### src/sv/cpts_pkg.sv
// Package: request codes, task states, sequencer states and word types.
package cpts_pkg;

    localparam int unsigned TID_W = 3;

    typedef enum logic [2:0] {
        REQ_TICK     = 3'd0,
        REQ_ADMIT    = 3'd1,
        REQ_YIELD    = 3'd2,
        REQ_SLEEP    = 3'd3,
        REQ_EXIT     = 3'd4,
        REQ_BLOCK    = 3'd5,
        REQ_UNBLOCK  = 3'd6,
        REQ_DISPATCH = 3'd7
    } t_req;

    typedef enum logic [2:0] {
        TS_FREE     = 3'd0,
        TS_READY    = 3'd1,
        TS_RUNNING  = 3'd2,
        TS_SLEEPING = 3'd3,
        TS_BLOCKED  = 3'd4,
        TS_EXITED   = 3'd5
    } t_tstate;

    localparam logic [1:0] STAT_OK     = 2'd0;
    localparam logic [1:0] STAT_NOCUR  = 2'd1;
    localparam logic [1:0] STAT_BADTSK = 2'd2;

    typedef enum logic [3:0] {
        S_IDLE,
        S_SINS,     // walk sleep list for insert position
        S_SSHIFT,   // shift sleep list right one entry a cycle
        S_WAKE,     // check head sleeper deadline
        S_WSHIFT,   // shift sleep list left after wake
        S_SCAN,     // credit search over ready queue
        S_RSHIFT,   // close gap in ready queue
        S_PICK,     // update credit, make current
        S_DONE
    } t_state;

    typedef struct packed {
        logic [2:0]  req_type;
        logic [2:0]  task_id;
        logic [3:0]  priority_req;
        logic [19:0] sleep_time;
    } t_in_word;

    typedef struct packed {
        logic [2:0] running_task;
        logic       running_valid;
        logic [1:0] status;
    } t_out_word;

endpackage

### src/sv/credit_priority_task_scheduler.sv
// Top level: sequenced credit-priority task scheduler.
//
// A request is taken when start is high and busy is low; its result word
// appears on o_result with o_done high for exactly one cycle and must be
// taken then, since the receiver cannot stall. Tick, admit and unblock go
// from idle straight to the done state and report from there. Requests that
// run a scheduling pass walk the sleep list and the ready queue one entry a
// cycle through one shared compare unit. A sleep insert walks the sleep list
// to its position, then shifts the later sleepers right and writes the task
// in. Every woken sleeper joins the ready queue and the sleep list shifts
// left behind it. The credit scan visits each ready task, and closing the
// gap moves every task behind the chosen one up. The pass ends with the
// final head check, the credit update and the report (no credit update when
// the pass ends idle). busy drops as the result word appears.
module credit_priority_task_scheduler #(
    parameter int unsigned NUM_TASKS = 8
) (
    input  logic                i_clk,
    input  logic                i_rst_n,
    input  logic                start,
    input  cpts_pkg::t_in_word  i_item,
    output logic                busy,
    output logic                o_done,
    output cpts_pkg::t_out_word o_result
);
    import cpts_pkg::*;

    localparam int unsigned IW = (NUM_TASKS > 1) ? $clog2(NUM_TASKS) : 1;
    localparam int unsigned CW = $clog2(NUM_TASKS + 1);

    // Task tables
    t_tstate        r_tstat [NUM_TASKS];
    logic [3:0]     r_credit[NUM_TASKS];
    logic [3:0]     r_prio  [NUM_TASKS];
    logic [31:0]    r_dl    [NUM_TASKS];
    logic [IW-1:0]  r_rq    [NUM_TASKS];
    logic [IW-1:0]  r_sq    [NUM_TASKS];
    logic [CW-1:0]  r_rcnt, r_scnt;
    logic [31:0]    r_time;
    logic [IW-1:0]  r_cur;
    logic           r_cur_v;

    t_state         r_state, n_state;
    logic [1:0]     r_stat;
    logic [CW-1:0]  r_i;        // walk index
    logic [CW-1:0]  r_best;
    logic [IW-1:0]  r_tsk;      // task under insert, wake or pick
    t_out_word      r_out;
    logic           r_done;

    logic [IW-1:0]  in_id;
    logic           id_ok;
    logic [31:0]    dl_sum;
    logic [32:0]    dl_wide;

    assign id_ok  = (32'(i_item.task_id) < NUM_TASKS);
    assign in_id  = IW'(i_item.task_id);
    assign dl_wide = {1'b0, r_time} + 33'(i_item.sleep_time);
    assign dl_sum  = dl_wide[32] ? 32'hFFFF_FFFF : dl_wide[31:0];

    // Shared compare unit operands
    logic [31:0] cmp_a, cmp_b;
    logic        cmp_lt, cmp_le;
    logic [IW-1:0] s_at_i, r_at_i, r_at_best, s_head;
    assign s_at_i    = r_sq[IW'(r_i)];
    assign r_at_i    = r_rq[IW'(r_i)];
    assign r_at_best = r_rq[IW'(r_best)];
    assign s_head    = r_sq[0];

    always_comb begin
        cmp_a = '0;
        cmp_b = '0;
        case (r_state)
            S_SINS: begin
                cmp_a = r_dl[s_at_i];
                cmp_b = r_dl[r_tsk];
            end
            S_WAKE: begin
                cmp_a = r_dl[s_head];
                cmp_b = r_time;
            end
            S_SCAN: begin
                cmp_a = 32'(r_credit[r_at_best]);
                cmp_b = 32'(r_credit[r_at_i]);
            end
            default: begin
                cmp_a = '0;
                cmp_b = '0;
            end
        endcase
    end
    assign cmp_lt = cmp_a < cmp_b;
    assign cmp_le = cmp_a <= cmp_b;

    // Next state
    always_comb begin
        n_state = r_state;
        case (r_state)
            S_IDLE: if (start) begin
                case (t_req'(i_item.req_type))
                    REQ_TICK, REQ_ADMIT, REQ_UNBLOCK: n_state = S_DONE;
                    REQ_DISPATCH: n_state = S_WAKE;
                    REQ_SLEEP:    n_state = r_cur_v ? S_SINS : S_DONE;
                    default:      n_state = r_cur_v ? S_WAKE : S_DONE;
                endcase
            end
            S_SINS:   if (r_i >= r_scnt || !cmp_lt) n_state = S_SSHIFT;
            S_SSHIFT: if (r_i <= r_best) n_state = S_WAKE;
            S_WAKE: begin
                if (r_scnt != '0 && cmp_le) n_state = S_WSHIFT;
                else if (r_rcnt == '0) n_state = S_DONE;
                else n_state = S_SCAN;
            end
            S_WSHIFT: if (r_i >= r_scnt) n_state = S_WAKE;
            S_SCAN:   if (r_i >= r_rcnt) n_state = S_RSHIFT;
            S_RSHIFT: if (r_i >= r_rcnt) n_state = S_PICK;
            S_PICK:   n_state = S_DONE;
            S_DONE:   n_state = S_IDLE;
            default:  n_state = S_IDLE;
        endcase
    end

    always_ff @(posedge i_clk) begin
        if (!i_rst_n) begin
            r_state <= S_IDLE;
        end else begin
            r_state <= n_state;
        end
    end

    // Datapath and tables
    always_ff @(posedge i_clk) begin
        if (!i_rst_n) begin
            for (int k = 0; k < NUM_TASKS; k++) begin
                r_tstat[k]  <= TS_FREE;
                r_credit[k] <= '0;
                r_prio[k]   <= '0;
            end
            r_rcnt  <= '0;
            r_scnt  <= '0;
            r_time  <= '0;
            r_cur   <= '0;
            r_cur_v <= 1'b0;
            r_done  <= 1'b0;
        end else begin
            r_done <= (r_state == S_DONE);
            case (r_state)
                S_IDLE: if (start) begin
                    r_i    <= '0;
                    r_best <= '0;
                    r_tsk  <= r_cur;
                    case (t_req'(i_item.req_type))
                        REQ_TICK: begin
                            r_stat <= STAT_OK;
                            if (r_time != 32'hFFFF_FFFF) r_time <= r_time + 32'd1;
                        end
                        REQ_ADMIT: begin
                            if (!id_ok || (r_tstat[in_id] != TS_FREE &&
                                           r_tstat[in_id] != TS_EXITED)) begin
                                r_stat <= STAT_BADTSK;
                            end else begin
                                r_stat <= STAT_OK;
                                r_prio[in_id]   <= (i_item.priority_req == 4'd0) ?
                                                   4'd1 : i_item.priority_req;
                                r_credit[in_id] <= (i_item.priority_req == 4'd0) ?
                                                   4'd1 : i_item.priority_req;
                                r_rq[IW'(r_rcnt)] <= in_id;
                                r_rcnt <= r_rcnt + 1'b1;
                                r_tstat[in_id] <= TS_READY;
                            end
                        end
                        REQ_UNBLOCK: begin
                            if (!id_ok || r_tstat[in_id] != TS_BLOCKED) begin
                                r_stat <= STAT_BADTSK;
                            end else begin
                                r_stat <= STAT_OK;
                                r_rq[IW'(r_rcnt)] <= in_id;
                                r_rcnt <= r_rcnt + 1'b1;
                                r_tstat[in_id] <= TS_READY;
                            end
                        end
                        REQ_DISPATCH: begin
                            r_stat <= STAT_OK;
                            if (r_cur_v) begin
                                r_rq[IW'(r_rcnt)] <= r_cur;
                                r_rcnt <= r_rcnt + 1'b1;
                                r_tstat[r_cur] <= TS_READY;
                                r_cur_v <= 1'b0;
                            end
                        end
                        default: begin
                            if (!r_cur_v) begin
                                r_stat <= STAT_NOCUR;
                            end else begin
                                r_stat  <= STAT_OK;
                                r_cur_v <= 1'b0;
                                case (t_req'(i_item.req_type))
                                    REQ_YIELD: begin
                                        r_rq[IW'(r_rcnt)] <= r_cur;
                                        r_rcnt <= r_rcnt + 1'b1;
                                        r_tstat[r_cur] <= TS_READY;
                                    end
                                    REQ_EXIT:  r_tstat[r_cur] <= TS_EXITED;
                                    REQ_BLOCK: r_tstat[r_cur] <= TS_BLOCKED;
                                    default:   r_tstat[r_cur] <= TS_SLEEPING;
                                endcase
                            end
                        end
                    endcase
                end
                S_SINS: begin
                    if (r_i >= r_scnt || !cmp_lt) begin
                        r_best <= r_i;      // insert position
                        r_i    <= r_scnt;
                    end else begin
                        r_i <= r_i + 1'b1;
                    end
                end
                S_SSHIFT: begin
                    if (r_i > r_best) begin
                        r_sq[IW'(r_i)] <= r_sq[IW'(r_i - 1'b1)];
                        r_i <= r_i - 1'b1;
                    end else begin
                        r_sq[IW'(r_best)] <= r_tsk;
                        r_scnt <= r_scnt + 1'b1;
                    end
                end
                S_WAKE: begin
                    r_i    <= CW'(1);
                    r_best <= '0;
                    if (r_scnt != '0 && cmp_le) begin
                        r_tsk <= s_head;
                        r_rq[IW'(r_rcnt)] <= s_head;
                        r_rcnt <= r_rcnt + 1'b1;
                        r_tstat[s_head] <= TS_READY;
                    end else if (r_rcnt == '0) begin
                        r_cur   <= '0;
                        r_cur_v <= 1'b0;
                    end
                end
                S_WSHIFT: begin
                    if (r_i < r_scnt) begin
                        r_sq[IW'(r_i - 1'b1)] <= s_at_i;
                        r_i <= r_i + 1'b1;
                    end else begin
                        r_scnt <= r_scnt - 1'b1;
                    end
                end
                S_SCAN: begin
                    if (r_i < r_rcnt) begin
                        if (cmp_lt) r_best <= r_i;
                        r_i <= r_i + 1'b1;
                    end else begin
                        r_tsk <= r_at_best;
                        r_i   <= r_best + 1'b1;
                    end
                end
                S_RSHIFT: begin
                    if (r_i < r_rcnt) begin
                        r_rq[IW'(r_i - 1'b1)] <= r_at_i;
                        r_i <= r_i + 1'b1;
                    end else begin
                        r_rcnt <= r_rcnt - 1'b1;
                    end
                end
                S_PICK: begin
                    r_credit[r_tsk] <= (r_credit[r_tsk] <= 4'd1) ?
                                       r_prio[r_tsk] : r_credit[r_tsk] - 4'd1;
                    r_tstat[r_tsk] <= TS_RUNNING;
                    r_cur   <= r_tsk;
                    r_cur_v <= 1'b1;
                end
                default: ;
            endcase
            // Sleep deadline is written as the insert walk starts
            if (r_state == S_IDLE && start &&
                t_req'(i_item.req_type) == REQ_SLEEP && r_cur_v) begin
                r_dl[r_cur] <= dl_sum;
            end
        end
    end

    // Output word
    always_ff @(posedge i_clk) begin
        r_out.running_task  <= r_cur_v ? 3'(r_cur) : 3'd0;
        r_out.running_valid <= r_cur_v;
        r_out.status        <= r_stat;
    end

    assign busy     = (r_state != S_IDLE);
    assign o_done   = r_done;
    assign o_result = r_out;

endmodule

### config.mk
export PLATFORM = sky130hd
export DESIGN_NAME = credit_priority_task_scheduler
export DESIGN_NICKNAME = d
export VERILOG_FILES = /design/src/sv/cpts_pkg.sv /design/src/sv/credit_priority_task_scheduler.sv
export SDC_FILE = /design/constraint.sdc
export NUM_CORES = 1
export LEC_CHECK = 0
export BUFFER_PORTS_ARGS = -buffer_cell sky130_fd_sc_hd__buf_2
export CORE_MARGIN = 5
export CORE_UTILIZATION = 45
export CTS_CLUSTER_SIZE = 25
export DETAILED_ROUTE_END_ITERATION = 8
export HOLD_SLACK_MARGIN = 0.05
export PLACE_DENSITY_LB_ADDON = 0.15
export SYNTH_ARGS = -nofsm -noshare
export SYNTH_HDL_FRONTEND = slang
export SYNTH_SLANG_ARGS = --single-unit
### constraint.sdc
create_clock -name i_clk -period 5 [get_ports i_clk]
set_input_delay 0.25 -clock i_clk [delete_from_list [all_inputs] [get_ports i_clk]]
set_output_delay 0.25 -clock i_clk [all_outputs]
set_load 0.03 [all_outputs]
==> results of run 1 <==
logic make-up (layout without fill, tap and decap cells):
| family | after synthesis | count (layout) | synth area share [%] |
|---|---|---|---|
| DFF | 469 | 469 | 47.7 |
| buffers and inverters | 209 | 375 | 2.88 |
| adders and majority gates | 78 | 78 | 3.54 |
| AOI/OAI and AO/OA | 435 | 435 | 10.2 |
| xor gates and xnor gates | 55 | 55 | 1.71 |
| muxes | 310 | 311 | 18.7 |
| and+or+nand+nor | 921 | 921 | 15.3 |
| other | 0 | 2 | 0 |
report_power, final:
part | internal [mW] | leakage, nW | switching [mW]
clock | 2.21 | 0.840 | 1.62
sequential | 4.30 | 4.12 | 0.0625
combinational | 1.17 | 7.02 | 1.46
total | 7.69 | 12.0 | 3.14
layout by cell type (no fill, tap or decap), drive strengths merged, types with 8 or more instances in the layout:
cell,n
nand3,89
a21o,19
nor2b,37
inv,46
or3,13
a311oi,28
nand2,387
dfxtp,64
nor3,26
nor4,11
mux2,24
mux2i,117
a211oi,35
nand4,23
buf,230
and3,56
clkbuf,75
mux4,170
o22ai,39
clkinv,17
a21boi,16
o21a,9
a22oi,8
nor2,167
a21oi,115
and2,60
nor3b,11
o21ai,61
o211ai,9
a31oi,39
edfxtp,405
nand2b,21
xnor2,35
xor2,20
ha,75
worst max-delay path, stage by stage (launching register included):
cell,delay [ns]
dfxtp_2,0.35
buf_6,0.12
mux4_2,0.55
mux2_4,0.42
buf_8,0.18
nand2_2,0.05
and3_4,0.17
a311oi_2,0.04
a31oi_1,0.18
o22ai_1,0.12
ha_1,0.34
nand4_1,0.20
or3_4,0.44
a21o_1,0.22
a41oi_4,0.32
a211o_4,0.22
buf_6,0.13
mux2i_2,0.25
nand2_2,0.11
nand3b_1,0.21
buf_4,0.17
nor2_1,0.09
final cells by class:
cell class	instances	share of cell area (%)
multi-input combinational	1800	43.7
sequential	469	40.9
timing repair buffer	235	6.51
inverter	43	0.498
antenna	2	0.0152
clock inverter	25	0.642
tap	837	3.18
clock buffer	72	4.56
worst max path at each step:
stage	from	to	slack [ns]
floorplan	flip-flop	r_tstat[1][0]	0.03
global placement	flip-flop	r_tstat[1][1]	-0.04
detailed placement	flip-flop	r_tstat[1][1]	-0.15
CTS	flip-flop	flip-flop	-0.02
global route	flip-flop	r_tstat[2][1]	-0.22
finish	flip-flop	r_tstat[2][0]	-0.05
stage by stage:
step	hold WS (ns)	total power, mW	utilization (%)
after floorplan	0.323	5.85	-
after global placement	0.332	6.73	49.3
after detailed placement	0.339	6.76	49.3
after CTS	0.0537	10.7	52.3
after global routing	0.0944	11.3	53.2
final	0.0845	10.8	53.2
layer usage:
metal  vias up  track usage [%]
met3       170             3.36
met1     10800             32.0
met5         -                0
li1       9717                -
met2       843             42.1
met4         0             8.22
sequential cells by signal (all words and copies together) (netlist names), named ones only:
register	count
r_credit	32
r_i	4
r_rq	24
r_cur_v	1
o_done	1
r_scnt	4
o_result	6
r_tsk	3
r_cur	3
r_stat	2
r_rcnt	4
r_tstat	24
r_time	32
r_sq	24
r_dl	256
r_state	4
r_best	4
r_prio	32
what timing repair did:
action                     4_1_cts  5_1_grt
gates resized for setup         14       96
buffers inserted                 7       18
gates cloned                     2        3
hold buffers                     2        0
hold endpoints to repair         5        0
pin swaps                        5       56
setup endpoints to repair      103      127
==> impl_metrics.ini, run 1 <==
[timing]
worst_slew_pin_slew_ns = 1.41
setup_slack_ns = -0.0508
fin_crit_sh_pct = 101
slew_viol_final = 0
fmax_mhz = 198
max-slew-margin-rel_pct = 4.91
finalHoldViolations = 0
rsz0062_at_grt = yes
finalClockSkew_ns = 0.0146
setup_viol = 16
finalSetupTns_ns = -0.381
finalCriticalPeriod_ns = 5.05

[die]
rows = 91
core_area_mm2 = 0.0618
start_util_pct = 45.6
fp.dieW_um = 260
ioPinCount = 41
die-area_mm2 = 0.0678
die_h_um = 260

[finish]
regArea_mm2 = 0.0135
postLayoutCellArea_mm2 = 0.0329
multi_input_area_mm2 = 0.0144
num-nets-final = 2713
drive_gt1_share_pct = 23.2
synthToLayoutAreaGrowth_pct = 16.8
fin_cells = 3483
nFillCells = 5313

[cts]
numCtsBuffers = 53
clock_latency_ns = 0.61
path_clk_slew_ns = 0.06
clockBufferDepth = 3
cts_tree = built
htreeDepth = 2
cts_num_sinks = 469
root_buffer = clkbuf_16

[synth]
ys_seq_elements = 469
synthArstFlopShare_pct = 0
synth_area_leaders = edfxtp_1 43%, mux4_2 14%, nand2_1 5.2%
synth_nets = 2588
yosysMostFrequentCell = edfxtp_1
synth_area_mm2 = 0.0282
synth_top_area_share_pct = 43.1
syn_area_per_cell_um2 = 11.4
yosys.area.top_type = edfxtp_1
netlist_instances = 2477
ys_warn_count = 0
synth-edff-count = 405
synthTopCellsByCount = 405 x edfxtp_1, 387 x nand2_1, 170 x mux4_2
yosysSeqAreaShare_pct = 47.7
synth.distinct_cells = 75
synth-main-ff-cell = edfxtp_1

[status]
failed_checks = negative setup slack
run_status = finished with violations

[worst_setup_path]
endpoint_kind = flip-flop
r2r_end = r_tstat[2][0]
crit_fanout = 8
crit_required_ns = 5.45
cp-start-kind = flip-flop
rr_worst_depth = 21
regToRegSetupSlack_ns = -0.05
crit_type = reg -> reg
cp.arrival_ns = 5.51

[hold_path]
hold_depth = 2
min_from = i_item[22]
hold_class = in -> reg
hold_end = r_prio[3][2]

[power_and_ir_drop]
leakage_nw = 12.0
powerDensity_mw_per_mm2 = 329
peakVddDrop_mv = 0.223

[drt]
vias = 21500
ant_nets = 0
dr.pass1.iters = 5
vias_per_cell = 6.18
wl_met1_mm = 34.2
first_iter_violations = 2086
dr_wl_met3_mm = 5.78
drt-total-wl_mm = 84.6
avgRoutedWirePerCell_um = 24.3
drcViolationCount = 0
wl_met2_mm = 42.0
routed.top_layer = met4

[placed_design]
preCtsSetupSlack_ns = -0.151
placed_area_mm2 = 0.0305
hpwl_mm = 57.0
placed_cells = 3354
globalplace.congestion = 0.899
portBuffers = 40

[global_route]
grt_start_max_net_pins = 70
antenna_found_initial = 5
grt_usage_pct = 24.4
grt_pass1_wl_mm = 128
grt_remaining_overflow = 0
grt_pass1_vias = 21700

[flow_run]
cap_viol_max_count = 0
Power figures use the tool's default switching activity.
==> run 2: changes to the inputs <==
--- a/config.mk
+++ b/config.mk
@@ -7,11 +7,13 @@
 export LEC_CHECK = 0
 export BUFFER_PORTS_ARGS = -buffer_cell sky130_fd_sc_hd__buf_2
 export CORE_MARGIN = 5
-export CORE_UTILIZATION = 45
+export CORE_UTILIZATION = 60
+export CTS_BUF_LIST = sky130_fd_sc_hd__clkbuf_8
 export CTS_CLUSTER_SIZE = 25
 export DETAILED_ROUTE_END_ITERATION = 8
 export HOLD_SLACK_MARGIN = 0.05
 export PLACE_DENSITY_LB_ADDON = 0.15
+export SLEW_MARGIN = 20
 export SYNTH_ARGS = -nofsm -noshare
 export SYNTH_HDL_FRONTEND = slang
 export SYNTH_SLANG_ARGS = --single-unit
==> impl_metrics.ini, run 2 (same netlist as run 1, synthesis figures left out) <==
[status]
run_status = finished, final reports clean

[worst_setup_path]
crit_fanout = 11
cp_num_buf_inv = 6
slowest_delay_ns = 0.56
crit_required_ns = 5.35
crit_type = reg -> reg
cpLargestDelayFamily = compound AO/OA/AOI/OAI gates
cpMostUsedCell = buf_4
crit_chain = mux4_2, mux2i_4, buf_12, buf_4, clkbuf_16, nand2_1, and3_1, a311oi_2, a31oi_1, o22ai_1, ha_1, buf_4, a21oi_1, o21ai_0, a21oi_1, buf_4, a22oi_2, a211oi_2, nand3_2, buf_6, mux2i_1, nand4_1, nand2_1
cp.arrival_ns = 5.35
endpoint_kind = flip-flop
cp-start-kind = flip-flop
crit_path_top_delay_cell = mux4_2

[cts]
cts_num_sinks = 469
numCtsBuffers = 80
clock_latency_ns = 0.67
path_clk_slew_ns = 0.06
htreeDepth = 3
root_buffer = clkbuf_8
clockBufferDepth = 3
cts_tree = built

[finish]
synthToLayoutAreaGrowth_pct = 15.7
final_common_cell = edfxtp_1
fin_cells = 3291
largest_reg_flops = 256
layout_common_cells = 405 x edfxtp_1, 374 x nand2_1, 170 x mux4_2
post-route-util_pct = 70.1
num-nets-final = 2731
regMostFlops = r_dl
drive_gt1_share_pct = 23.4

[power_and_ir_drop]
p_int_mw = 7.33
p_clk_share_pct = 32.3
power_frac_comb_pct = 26.1
leakage_nw = 12.1
p_sw_mw = 3.20
switching_share_pct = 30.4
peakVddDrop_mv = 0.268
p_total_mw = 10.5
pwr-share-seq_pct = 41.6
powerDensity_mw_per_mm2 = 323

[timing]
max-slew-margin-rel_pct = 22.0
slew_viol_final = 0
finalClockSkew_ns = 0.0452
setup_slack_ns = 0.000645
fin_crit_sh_pct = 100
finalHoldViolations = 0
finalCriticalPeriod_ns = 5.00
worst_slew_pin_slew_ns = 1.16
setup_viol = 0
rsz0062_at_grt = yes
fmax_mhz = 200

[drt]
avgRoutedWirePerCell_um = 26.0
drcViolationCount = 0
first_iter_violations = 2733
vias_per_cell = 6.90
ant_nets = 0
drt-total-wl_mm = 85.5
dr.pass1.iters = 8
vias = 22700

[die]
die_h_um = 227
ioPinCount = 41
rows = 79
core_area_mm2 = 0.0466
die-area_mm2 = 0.0514
start_util_pct = 60.6
fp.dieW_um = 227

[placed_design]
placed_cells = 3094
preCtsSetupSlack_ns = -0.170
portBuffers = 40
globalplace.congestion = 0.918
hpwl_mm = 54.2

[flow_run]
cap_viol_max_count = 0

[global_route]
grt_pass1_vias = 22100
antenna_found_initial = 4
grt_usage_pct = 32.0
grt_pass1_wl_mm = 126
grt_remaining_overflow = 0
grt_start_max_net_pins = 70

[hold_path]
hold_class = in -> reg
## run 2: changes by cell type in the layout (fill, tap and decap cells not counted), sizes merged
cell         delta
buf            -19
dlygate4sd3     +3
bufinv          +1
inv            +22
clkinv          +7
diode           +1
clkinvlp        -2
clkbuf         +25
## run 2: path summary, 6_finish.rpt
path / from / endpoint / slack, ns / cells after the start
min reg2reg: r_stat[0] / o_result[0] / 0.34 / 0
max: flip-flop / r_tstat[7][2] / 0.0006 / 23
max reg2reg: flip-flop / r_tstat[7][2] / 0.0006 / 23
min: start / r_stat[0] / 0.13 / 3
## run 2: worst min-delay path, cell delays in order
cell and delay, ns:
buf_2 0.17, nand3_1 0.10, inv_1 0.09
## run 2: power groups by stage
stage | sequential (mW) | clock (mW) | combinational (mW)
4_1_cts | 4.37 | 3.43 | 2.31
2_1_floorplan | 4.42 | 0 | 1.44
5_1_grt | 4.38 | 3.62 | 2.90
6_report | 4.38 | 3.40 | 2.75
3_5_place_dp | 4.45 | 0 | 2.19
3_3_place_gp | 4.45 | 0 | 2.15
## run 2: area by class of cell
type / instances / area (um^2)
tap: 607 / 759
sequential: 469 / 13500
multi-input combinational: 1800 / 14400
clock inverter: 53 / 300
timing repair buffer: 226 / 2250
inverter: 43 / 164
antenna: 3 / 7.51
fill: 3313 / 13900
clock buffer: 90 / 1240
## run 2: through the flow
step / TNS [ns] / cell area, um^2 / hold slack [ns]
floorplan: 0 / 28200 / 0.323
CTS: 0 / 31700 / 0.0841
finish: 0 / 32600 / 0.129
global route: -3.53 / 32600 / 0.109
detailed placement: -5.78 / 29900 / 0.330
global placement: 0 / 29900 / 0.331
## run 2: per-layer routing
| metal | up-vias | global-route usage (%) | routed length (um) |
|---|---|---|---|
| li1 | 9786 | - | - |
| met1 | 11000 | 40.0 | 30400 |
| met2 | 1532 | 53.3 | 41000 |
| met3 | 353 | 6.32 | 8830 |
| met4 | 2 | 16.4 | 5260 |
| met5 | - | 0 | 13 |
## run 2: timing repair
action	CTS	global route
endpoints found under the hold margin	30	0
hold buffers	5	0
setup buffers	8	28
cloned	3	10
pin swaps	2	63
resized for setup	14	113
endpoints found under the setup margin	75	123
